==> src/efd_pkg.sv <==
`timescale 1ns / 1ps
// ----------------------------------------------------------------------------
// efd_pkg
// Shared types and constants for the escaped frame deframer.
// ----------------------------------------------------------------------------
package efd_pkg;

  // Field widths.
  localparam int unsigned ByteW = 8;
  localparam int unsigned CfgIdxW = 1;

  // Register reset values.
  localparam logic [ByteW-1:0] SyncReset = 8'hAA;
  localparam logic [ByteW-1:0] MaxPayloadReset = 8'hFF;

  // Configuration register indexes.
  localparam logic [CfgIdxW-1:0] CfgSyncValue = 1'b0;
  localparam logic [CfgIdxW-1:0] CfgMaxPayload = 1'b1;

  // Queue depth between the classifier and the deframer.
  localparam int unsigned QueueDepth = 2;
  localparam int unsigned QueuePtrW = $clog2(QueueDepth);
  localparam int unsigned QueueCntW = $clog2(QueueDepth + 1);

  // Frame parsing phase.
  typedef enum logic [1:0] {
    PH_HUNT = 2'd0,
    PH_CMD  = 2'd1,
    PH_LEN  = 2'd2,
    PH_DATA = 2'd3
  } phase_t;

  // One classified item waiting for the deframer.
  typedef struct packed {
    logic [ByteW-1:0] rx_byte;
    logic             is_sync;
  } rx_entry_t;

endpackage

==> src/efd_front.sv <==
`timescale 1ns / 1ps
// ----------------------------------------------------------------------------
// efd_front
// Accepts received bytes, tags each against the sync value and holds them
// in a short queue until the deframer takes them.
// ----------------------------------------------------------------------------
module efd_front (
  input  logic                      clk,
  input  logic                      rst_n,
  input  logic                      in_valid,
  output logic                      in_stall,
  input  logic [efd_pkg::ByteW-1:0] in_rx_byte,
  input  logic [efd_pkg::ByteW-1:0] sync_value,
  output logic                      q_valid,
  output efd_pkg::rx_entry_t        q_entry,
  input  logic                      q_pop
);

  efd_pkg::rx_entry_t                  mem_r [efd_pkg::QueueDepth];
  logic [efd_pkg::QueuePtrW-1:0]       wr_ptr_r;
  logic [efd_pkg::QueuePtrW-1:0]       rd_ptr_r;
  logic [efd_pkg::QueueCntW-1:0]       count_r;
  logic [efd_pkg::QueueCntW-1:0]       count_nxt;
  logic                                push;
  logic                                pop;
  efd_pkg::rx_entry_t                  new_entry;

  // Classify the incoming item.
  always_comb begin
    new_entry.rx_byte = in_rx_byte;
    new_entry.is_sync = (in_rx_byte == sync_value);
  end

  // Handshake with both sides of the queue.
  assign in_stall = (count_r == efd_pkg::QueueCntW'(efd_pkg::QueueDepth));
  assign push     = in_valid && !in_stall;
  assign q_valid  = (count_r != '0);
  assign pop      = q_pop && q_valid;
  assign q_entry  = mem_r[rd_ptr_r];

  always_comb begin
    count_nxt = count_r;
    if (push && !pop) begin
      count_nxt = count_r + 1'b1;
    end else if (pop && !push) begin
      count_nxt = count_r - 1'b1;
    end
  end

  // Queue pointers and occupancy.
  always_ff @(posedge clk) begin
    if (!rst_n) begin
      wr_ptr_r <= '0;
      rd_ptr_r <= '0;
      count_r  <= '0;
    end else begin
      count_r <= count_nxt;
      if (push) begin
        wr_ptr_r <= wr_ptr_r + 1'b1;
      end
      if (pop) begin
        rd_ptr_r <= rd_ptr_r + 1'b1;
      end
    end
  end

  // Queue storage.
  always_ff @(posedge clk) begin
    if (push) begin
      mem_r[wr_ptr_r] <= new_entry;
    end
  end

  // Occupancy never runs past the queue depth.
  a_count_bound: assert property (@(posedge clk) disable iff (!rst_n)
    count_r <= efd_pkg::QueueCntW'(efd_pkg::QueueDepth))
    else $error("queue occupancy beyond depth");

  // A full queue does not take another item.
  a_no_overrun: assert property (@(posedge clk) disable iff (!rst_n)
    (count_r == efd_pkg::QueueCntW'(efd_pkg::QueueDepth)) && !pop |=>
      (count_r == efd_pkg::QueueCntW'(efd_pkg::QueueDepth)))
    else $error("queue overrun");

  // An empty queue cannot be drained.
  a_no_underrun: assert property (@(posedge clk) disable iff (!rst_n)
    (count_r == '0) |=> (count_r <= efd_pkg::QueueCntW'(1)))
    else $error("queue underrun");

endmodule

==> src/efd_back.sv <==
`timescale 1ns / 1ps
// ----------------------------------------------------------------------------
// efd_back
// Frame state machine: hunts for sync, takes command and length, destuffs
// the payload and loads results into the output register.
// ----------------------------------------------------------------------------
module efd_back (
  input  logic                      clk,
  input  logic                      rst_n,
  input  logic                      q_valid,
  input  efd_pkg::rx_entry_t        q_entry,
  output logic                      q_pop,
  input  logic [efd_pkg::ByteW-1:0] max_payload,
  output logic                      out_valid,
  input  logic                      out_stall,
  output logic [efd_pkg::ByteW-1:0] out_command,
  output logic [efd_pkg::ByteW-1:0] out_data_byte,
  output logic                      out_data_valid,
  output logic [efd_pkg::ByteW-1:0] out_byte_index,
  output logic                      out_last,
  output logic                      out_too_long
);

  efd_pkg::phase_t             phase_r;
  efd_pkg::phase_t             phase_nxt;
  logic [efd_pkg::ByteW-1:0]   command_r;
  logic [efd_pkg::ByteW-1:0]   command_nxt;
  logic [efd_pkg::ByteW-1:0]   length_r;
  logic [efd_pkg::ByteW-1:0]   length_nxt;
  logic [efd_pkg::ByteW-1:0]   consumed_r;
  logic [efd_pkg::ByteW-1:0]   consumed_nxt;
  logic                        skip_r;
  logic                        skip_nxt;
  logic [efd_pkg::ByteW-1:0]   pcount_r;
  logic [efd_pkg::ByteW-1:0]   pcount_nxt;
  logic                        ovf_r;
  logic                        ovf_nxt;

  logic                        can_load;
  logic                        fire;
  logic                        res_valid;
  logic                        res_data_valid;
  logic                        res_last;

  logic                        out_valid_r;
  logic [efd_pkg::ByteW-1:0]   out_command_r;
  logic [efd_pkg::ByteW-1:0]   out_data_byte_r;
  logic                        out_data_valid_r;
  logic [efd_pkg::ByteW-1:0]   out_byte_index_r;
  logic                        out_last_r;
  logic                        out_too_long_r;

  // An item is taken when the output register can hold its result.
  assign can_load = !out_valid_r || !out_stall;
  assign fire     = q_valid && can_load;
  assign q_pop    = fire;

  // Frame counters and the end-of-frame test.
  always_comb begin
    command_nxt    = command_r;
    length_nxt     = length_r;
    consumed_nxt   = consumed_r;
    skip_nxt       = skip_r;
    pcount_nxt     = pcount_r;
    ovf_nxt        = ovf_r;
    res_data_valid = 1'b0;
    res_last       = 1'b0;
    unique case (phase_r)
      efd_pkg::PH_HUNT: begin
      end
      efd_pkg::PH_CMD: begin
        if (!q_entry.is_sync) begin
          command_nxt = q_entry.rx_byte;
        end
      end
      efd_pkg::PH_LEN: begin
        length_nxt   = q_entry.rx_byte;
        consumed_nxt = '0;
        skip_nxt     = 1'b0;
        pcount_nxt   = '0;
        ovf_nxt      = 1'b0;
        res_last     = (q_entry.rx_byte == '0);
      end
      efd_pkg::PH_DATA: begin
        consumed_nxt = consumed_r + 1'b1;
        if (skip_r) begin
          // Escape twin: dropped.
          skip_nxt = 1'b0;
        end else begin
          skip_nxt = q_entry.is_sync;
          if ((pcount_r < max_payload) && !ovf_r) begin
            res_data_valid = 1'b1;
            pcount_nxt     = pcount_r + 1'b1;
          end else begin
            ovf_nxt = 1'b1;
          end
        end
        res_last = (consumed_nxt == length_r);
        if (res_last) begin
          skip_nxt = 1'b0;
        end
      end
      default: begin
      end
    endcase
  end

  assign res_valid = res_data_valid || res_last;

  // Next phase.
  always_comb begin
    phase_nxt = phase_r;
    unique case (phase_r)
      efd_pkg::PH_HUNT: begin
        if (q_entry.is_sync) begin
          phase_nxt = efd_pkg::PH_CMD;
        end
      end
      efd_pkg::PH_CMD: begin
        phase_nxt = q_entry.is_sync ? efd_pkg::PH_HUNT : efd_pkg::PH_LEN;
      end
      efd_pkg::PH_LEN: begin
        phase_nxt = (q_entry.rx_byte == '0) ? efd_pkg::PH_HUNT : efd_pkg::PH_DATA;
      end
      efd_pkg::PH_DATA: begin
        if (res_last) begin
          phase_nxt = efd_pkg::PH_HUNT;
        end
      end
      default: begin
        phase_nxt = efd_pkg::PH_HUNT;
      end
    endcase
  end

  // Frame state registers.
  always_ff @(posedge clk) begin
    if (!rst_n) begin
      phase_r    <= efd_pkg::PH_HUNT;
      command_r  <= '0;
      length_r   <= '0;
      consumed_r <= '0;
      skip_r     <= 1'b0;
      pcount_r   <= '0;
      ovf_r      <= 1'b0;
    end else if (fire) begin
      phase_r    <= phase_nxt;
      command_r  <= command_nxt;
      length_r   <= length_nxt;
      consumed_r <= consumed_nxt;
      skip_r     <= skip_nxt;
      pcount_r   <= pcount_nxt;
      ovf_r      <= ovf_nxt;
    end
  end

  // Output register valid.
  always_ff @(posedge clk) begin
    if (!rst_n) begin
      out_valid_r <= 1'b0;
    end else if (can_load) begin
      out_valid_r <= fire && res_valid;
    end
  end

  // Output register payload.
  always_ff @(posedge clk) begin
    if (fire && res_valid) begin
      out_command_r    <= command_r;
      out_data_byte_r  <= res_data_valid ? q_entry.rx_byte : '0;
      out_data_valid_r <= res_data_valid;
      out_byte_index_r <= res_data_valid ? pcount_r : '0;
      out_last_r       <= res_last;
      out_too_long_r   <= res_last && ovf_nxt;
    end
  end

  assign out_valid      = out_valid_r;
  assign out_command    = out_command_r;
  assign out_data_byte  = out_data_byte_r;
  assign out_data_valid = out_data_valid_r;
  assign out_byte_index = out_byte_index_r;
  assign out_last       = out_last_r;
  assign out_too_long   = out_too_long_r;

  // The overflow flag only rides on the result that ends the frame.
  a_too_long_last: assert property (@(posedge clk) disable iff (!rst_n)
    out_valid_r && out_too_long_r |-> out_last_r)
    else $error("too_long without last");

  // A result with no payload byte must close the frame.
  a_empty_is_last: assert property (@(posedge clk) disable iff (!rst_n)
    out_valid_r && !out_data_valid_r |-> out_last_r)
    else $error("empty result that does not end the frame");

  // Without a payload byte the data and index fields read zero.
  a_empty_zero: assert property (@(posedge clk) disable iff (!rst_n)
    out_valid_r && !out_data_valid_r |->
      (out_data_byte_r == '0) && (out_byte_index_r == '0))
    else $error("nonzero data on an empty result");

  // Payload indexes never reach the configured limit.
  a_index_limit: assert property (@(posedge clk) disable iff (!rst_n)
    fire && res_data_valid |-> (pcount_r < max_payload))
    else $error("payload byte emitted past the limit");

endmodule

==> src/escaped_frame_deframer.sv <==
`timescale 1ns / 1ps
// ----------------------------------------------------------------------------
// escaped_frame_deframer
// Byte-stuffed frame deframer with a programmable sync byte and length limit.
// ----------------------------------------------------------------------------
// Usage:
//   Input channel: one received byte per item on in_rx_byte, qualified by
//   in_valid and held off by in_stall. Each byte is tagged against the sync
//   value and placed in a two-entry queue in front of the frame state machine.
//   Output channel: zero or one result per item, in out_valid/out_stall with
//   the command, destuffed byte, its index and the last/too_long flags.
//   Throughput is one item per clock while out_stall is low: the state machine
//   updates once per byte and the queue plus the output register keep both
//   sides moving. An accepted item waits in the queue; its result, if any, is
//   then loaded into the output register and marked by out_valid until it is
//   taken.
//   When the receiver stalls, the output register holds its result, the
//   state machine waits and the queue fills; in_stall rises when both queue
//   entries are taken.
//   Configuration: cfg_we with cfg_index selects sync_value (0) or
//   max_payload (1); writes belong in idle periods.
//   Reset (synchronous, rst_n low) empties the queue and output register,
//   returns to sync hunting, and loads sync 0xAA and a limit of 255 bytes.
// ----------------------------------------------------------------------------
module escaped_frame_deframer (
  input  logic                        clk,
  input  logic                        rst_n,
  input  logic                        cfg_we,
  input  logic [efd_pkg::CfgIdxW-1:0] cfg_index,
  input  logic [efd_pkg::ByteW-1:0]   cfg_wdata,
  input  logic                        in_valid,
  output logic                        in_stall,
  input  logic [efd_pkg::ByteW-1:0]   in_rx_byte,
  output logic                        out_valid,
  input  logic                        out_stall,
  output logic [efd_pkg::ByteW-1:0]   out_command,
  output logic [efd_pkg::ByteW-1:0]   out_data_byte,
  output logic                        out_data_valid,
  output logic [efd_pkg::ByteW-1:0]   out_byte_index,
  output logic                        out_last,
  output logic                        out_too_long
);

  logic [efd_pkg::ByteW-1:0] sync_value_r;
  logic [efd_pkg::ByteW-1:0] max_payload_r;
  logic                      q_valid;
  logic                      q_pop;
  efd_pkg::rx_entry_t        q_entry;

  // Configuration registers.
  always_ff @(posedge clk) begin
    if (!rst_n) begin
      sync_value_r  <= efd_pkg::SyncReset;
      max_payload_r <= efd_pkg::MaxPayloadReset;
    end else if (cfg_we) begin
      unique case (cfg_index)
        efd_pkg::CfgSyncValue:  sync_value_r  <= cfg_wdata;
        efd_pkg::CfgMaxPayload: max_payload_r <= cfg_wdata;
        default: begin
        end
      endcase
    end
  end

  // Classifier and queue.
  efd_front u_front (
    .clk        (clk),
    .rst_n      (rst_n),
    .in_valid   (in_valid),
    .in_stall   (in_stall),
    .in_rx_byte (in_rx_byte),
    .sync_value (sync_value_r),
    .q_valid    (q_valid),
    .q_entry    (q_entry),
    .q_pop      (q_pop)
  );

  // Frame state machine and output register.
  efd_back u_back (
    .clk            (clk),
    .rst_n          (rst_n),
    .q_valid        (q_valid),
    .q_entry        (q_entry),
    .q_pop          (q_pop),
    .max_payload    (max_payload_r),
    .out_valid      (out_valid),
    .out_stall      (out_stall),
    .out_command    (out_command),
    .out_data_byte  (out_data_byte),
    .out_data_valid (out_data_valid),
    .out_byte_index (out_byte_index),
    .out_last       (out_last),
    .out_too_long   (out_too_long)
  );

endmodule

==> config.mk <==
export PLATFORM = sky130hd
export DESIGN_NAME = escaped_frame_deframer
export DESIGN_NICKNAME = d
export VERILOG_FILES = /design/src/efd_pkg.sv /design/src/efd_front.sv /design/src/efd_back.sv /design/src/escaped_frame_deframer.sv
export SDC_FILE = /design/constraint.sdc
export NUM_CORES = 1
export LEC_CHECK = 0
export ABC_AREA = 1
export BUFFER_PORTS_ARGS = -buffer_cell sky130_fd_sc_hd__buf_2
export CORE_MARGIN = 4
export CORE_UTILIZATION = 50
export CTS_BUF_LIST = sky130_fd_sc_hd__clkbuf_2
export CTS_CLUSTER_SIZE = 16
export DETAILED_ROUTE_END_ITERATION = 7
export PLACE_DENSITY = 0.72
export SLEW_MARGIN = 20
export SYNTH_ARGS = -nofsm -noshare
export SYNTH_HDL_FRONTEND = slang
export SYNTH_HIERARCHICAL = 1
export SYNTH_SLANG_ARGS = --single-unit
export TNS_END_PERCENT = 10
==> constraint.sdc <==
create_clock -name clk -period 5.5 [get_ports clk]
set_input_delay 0.55 -clock clk [delete_from_list [all_inputs] [get_ports clk]]
set_output_delay 0.55 -clock clk [all_outputs]
set_load 0.01 [all_outputs]
==> impl_metrics.env <==
export IMPL_grt_ovfl_total=0
export IMPL_period_share_pct=55.2
export IMPL_switching_share_pct=32.2
export IMPL_syn_to_final_growth_pct=9.07
export IMPL_port_buffers=50
export IMPL_drt_iter0_drc=231
export IMPL_synth_most_common_cell="nand2_1"
export IMPL_grt_usage_pct=18.5
export IMPL_fp_dieW_microns=105
export IMPL_fmax_mhz=330
export IMPL_ys_seq_area_share_pct=53.9
export IMPL_yosysTopAreaCellShare_pct=29.0
export IMPL_cts_clk_slew_worst_paths_ns=0.27
export IMPL_fin_tns_setup_ns=0
export IMPL_antenna_found_initial=0
export IMPL_endpoint_kind="flop"
export IMPL_crit_family="simple AND/OR/NAND/NOR gates"
export IMPL_die_area_sq_um=10900
export IMPL_cp_num_cells=12
export IMPL_detail_route_antenna_nets=0
export IMPL_clk_latency_ns=0.56
export IMPL_tightest_slew_ns=0.963
export IMPL_status="finished, final reports clean"
export IMPL_grt_pass1_wl_microns=16500
export IMPL_multiInputGateArea_sq_um=1790
export IMPL_synth_common_cells="nand2_1, inv_1, dfxtp_1, nor2_1, nand3_1"
export IMPL_htreeDepth=3
export IMPL_die_h_microns=105
export IMPL_wirelength_microns=9810
export IMPL_period_needed_ns=3.03
export IMPL_synthArstFlopShare_pct=0
export IMPL_coreArea_sq_um=8890
export IMPL_power_w=0.00153
export IMPL_worstPathArrival_ns=3.06
export IMPL_finalSetupViolCount=0
export IMPL_synthCells=549
export IMPL_required_ns=5.52
export IMPL_cts_resized=0
export IMPL_pwr_share_seq_pct=59.6
export IMPL_rsz0062_at_grt="false"
export IMPL_wl_per_cell_microns=13.8
export IMPL_num_antenna_cells=0
export IMPL_combinationalPowerShare_pct=19.5
export IMPL_clock_sinks=103
export IMPL_post_cts_setup_buffers=0
export IMPL_synth_top_cell_by_area="edfxtp_1"
export IMPL_nets=631
export IMPL_timing_slew_headroom_pct=35.4
export IMPL_drive_gt1_share_pct=17.1
export IMPL_ys_warnings_count=6
export IMPL_cts_buffer_depth=2
export IMPL_dp_hpwl_microns=7190
export IMPL_power_density_nw_per_um2=300
export IMPL_rows=34
export IMPL_critPathKind="flop to flop"
export IMPL_drt_pass1_iterations=4
export IMPL_path_max_fanout=27
export IMPL_pwr_share_clk_pct=20.9
export IMPL_cp_num_buf_inv=1
export IMPL_cts_tree="done"
export IMPL_p_switching_w=0.000492
export IMPL_fillers=808
export IMPL_cpMaxStageDelayCell="clkinv_1"
export IMPL_cts_buffers=9
export IMPL_pin_count=51
export IMPL_start_util_pct=52.5
export IMPL_synth_area_leaders="edfxtp_1, dfxtp_1, nand2_1"
export IMPL_regArea_sq_um=2510
export IMPL_final_hold_violation_count=0
export IMPL_p_leak_nw=2.16
export IMPL_synth_nets=581
export IMPL_grt_max_degree=41
export IMPL_critical_path_cell_chain="ha_1, nand3_1, nor2_1, nand2_1, nand2_1, nand2_1, nand2_1, nor2_2, nand4_1, nand3_1, nand2_1, clkinv_1"
export IMPL_synthFlopType="dfxtp_1"
export IMPL_drv_cap=0
export IMPL_intPower_w=0.00104
export IMPL_root_buffer="clkbuf_2"
export IMPL_fin_skew_ns=0.0287
export IMPL_gp_congestion=0.885
export IMPL_slowest_delay_ns=0.76
export IMPL_cts_hold_buffers=0
export IMPL_crit_path_start_kind="flop"
export IMPL_synth_cell_type_count=36
export IMPL_synth_ff_latch_count=103
export IMPL_reg2regPathDepth=12
export IMPL_slew_violations=0
export IMPL_ir_drop_mv=0.145
export IMPL_synth_area_sq_um=4660
export IMPL_drc_errors=0
export IMPL_grt_pass1_vias=3525
export IMPL_route_vias_total=3724
export IMPL_synth_avg_cell_area_sq_um=8.50
export IMPL_hold_path_class="input port to flop"
export IMPL_synth_edff_count=45
export IMPL_vias_per_cell=5.23
export IMPL_hold_depth=1
export IMPL_cp_common_cell="nand2_1"
flip-flops by register name, summed over array words and instances, names as in the netlist, named ones only:
signal and count:
max_payload_r 8, sync_value_r 8, u_back/command_r 8, u_back/consumed_r 8, u_back/length_r 8, u_back/out_byte_index 8
u_back/out_command 8, u_back/out_data_byte 8, u_back/out_data_valid 1, u_back/out_last 1, u_back/out_too_long 1, u_back/out_valid 1
u_back/ovf_r 1, u_back/pcount_r 8, u_back/phase_r 2, u_back/skip_r 1, u_front/count_r 2, u_front/mem_r 18
u_front/rd_ptr_r 1, u_front/wr_ptr_r 1
layout by cell type (no fill, tap or decap), types with 2 or more instances in the layout:
cell type	synthesis	layout
mux2_2	9	9
inv_1	73	72
nor2_1	58	58
clkinvlp_4	0	2
nand2_2	5	5
nor2_2	7	7
dfxtp_1	58	58
a21oi_1	37	37
nand3b_1	3	3
nand4_1	6	6
clkbuf_2	1	11
nand3_1	49	49
o21ai_2	2	2
ha_1	10	10
nand2_1	127	127
inv_2	6	6
o21ai_0	21	21
clkinv_1	1	2
nor2_4	2	2
xor2_1	5	5
inv_6	0	2
buf_2	4	50
edfxtp_1	45	45
nor3_1	2	2
nand3_2	2	2
worst paths after layout:
check	startpoint	to	slack [ns]
hold reg to reg	u_back/command_r[3]$_SDFFE_PN0P_	u_back/out_command[3]$_DFFE_PP_	0.47
setup reg to reg	u_back/consumed_r[0]$_SDFFE_PN0P_	u_back/out_too_long$_DFFE_PP_	2.47
hold / removal	in_rx_byte[3]	u_front/mem_r[1][4]$_DFFE_PP_	0.19
setup / recovery	u_back/consumed_r[0]$_SDFFE_PN0P_	u_back/out_too_long$_DFFE_PP_	2.47
kinds of logic (layout without fill, tap and decap cells):
| logic type | Yosys count | after routing | share of synthesized area [%] |
|---|---|---|---|
| flip-flops | 103 | 103 | 53.9 |
| adder cells (fa/ha/maj) | 10 | 10 | 2.68 |
| buffers and inverters | 91 | 146 | 7.70 |
| AND/OR/NAND/NOR | 262 | 262 | 24.3 |
| multiplexers | 9 | 9 | 2.17 |
| AO/OA/AOI/OAI | 68 | 68 | 8.13 |
| XOR/XNOR | 6 | 6 | 1.13 |
power groups by stage:
stage               sequential, W  combinational, W  clock [W]
floorplan                0.000906          0.000236          0
global placement         0.000923          0.000277          0
detailed placement       0.000927          0.000295          0
CTS                      0.000911          0.000298   0.000333
global route             0.000919          0.000339   0.000367
finish                   0.000911          0.000298   0.000319
final cells by class:
type	count	share of cell area [%]
inverter	80	5.90
clock buffer	11	1.08
sequential	103	49.4
clock inverter	5	0.812
timing repair buffer	50	4.92
tap	108	2.66
multi-input combinational	355	35.2
per-layer routing:
layer	vias up	part of all wire (%)	global-route usage (%)
met5	-	0	0
met4	0	1.3	5.34
met3	11	4.6	4.69
met2	102	49	31.1
met1	1724	45	23.7
li1	1887	-	-
stage by stage:
step | worst slack, ns | instance area [sq um] | hold WS [ns] | instances | utilization, %
floorplan | 3.03 | 4660 | 0.403 | 549 | -
global placement | 2.67 | 4990 | 0.411 | 696 | 56.1
detailed placement | 2.45 | 4990 | 0.419 | 696 | 56.1
CTS | 2.38 | 5090 | 0.117 | 712 | 57.2
global route | 2.07 | 5090 | 0.0628 | 712 | 57.2
finish | 2.47 | 5090 | 0.187 | 712 | 57.2
No activity file was read; power rests on OpenSTA's default activity.
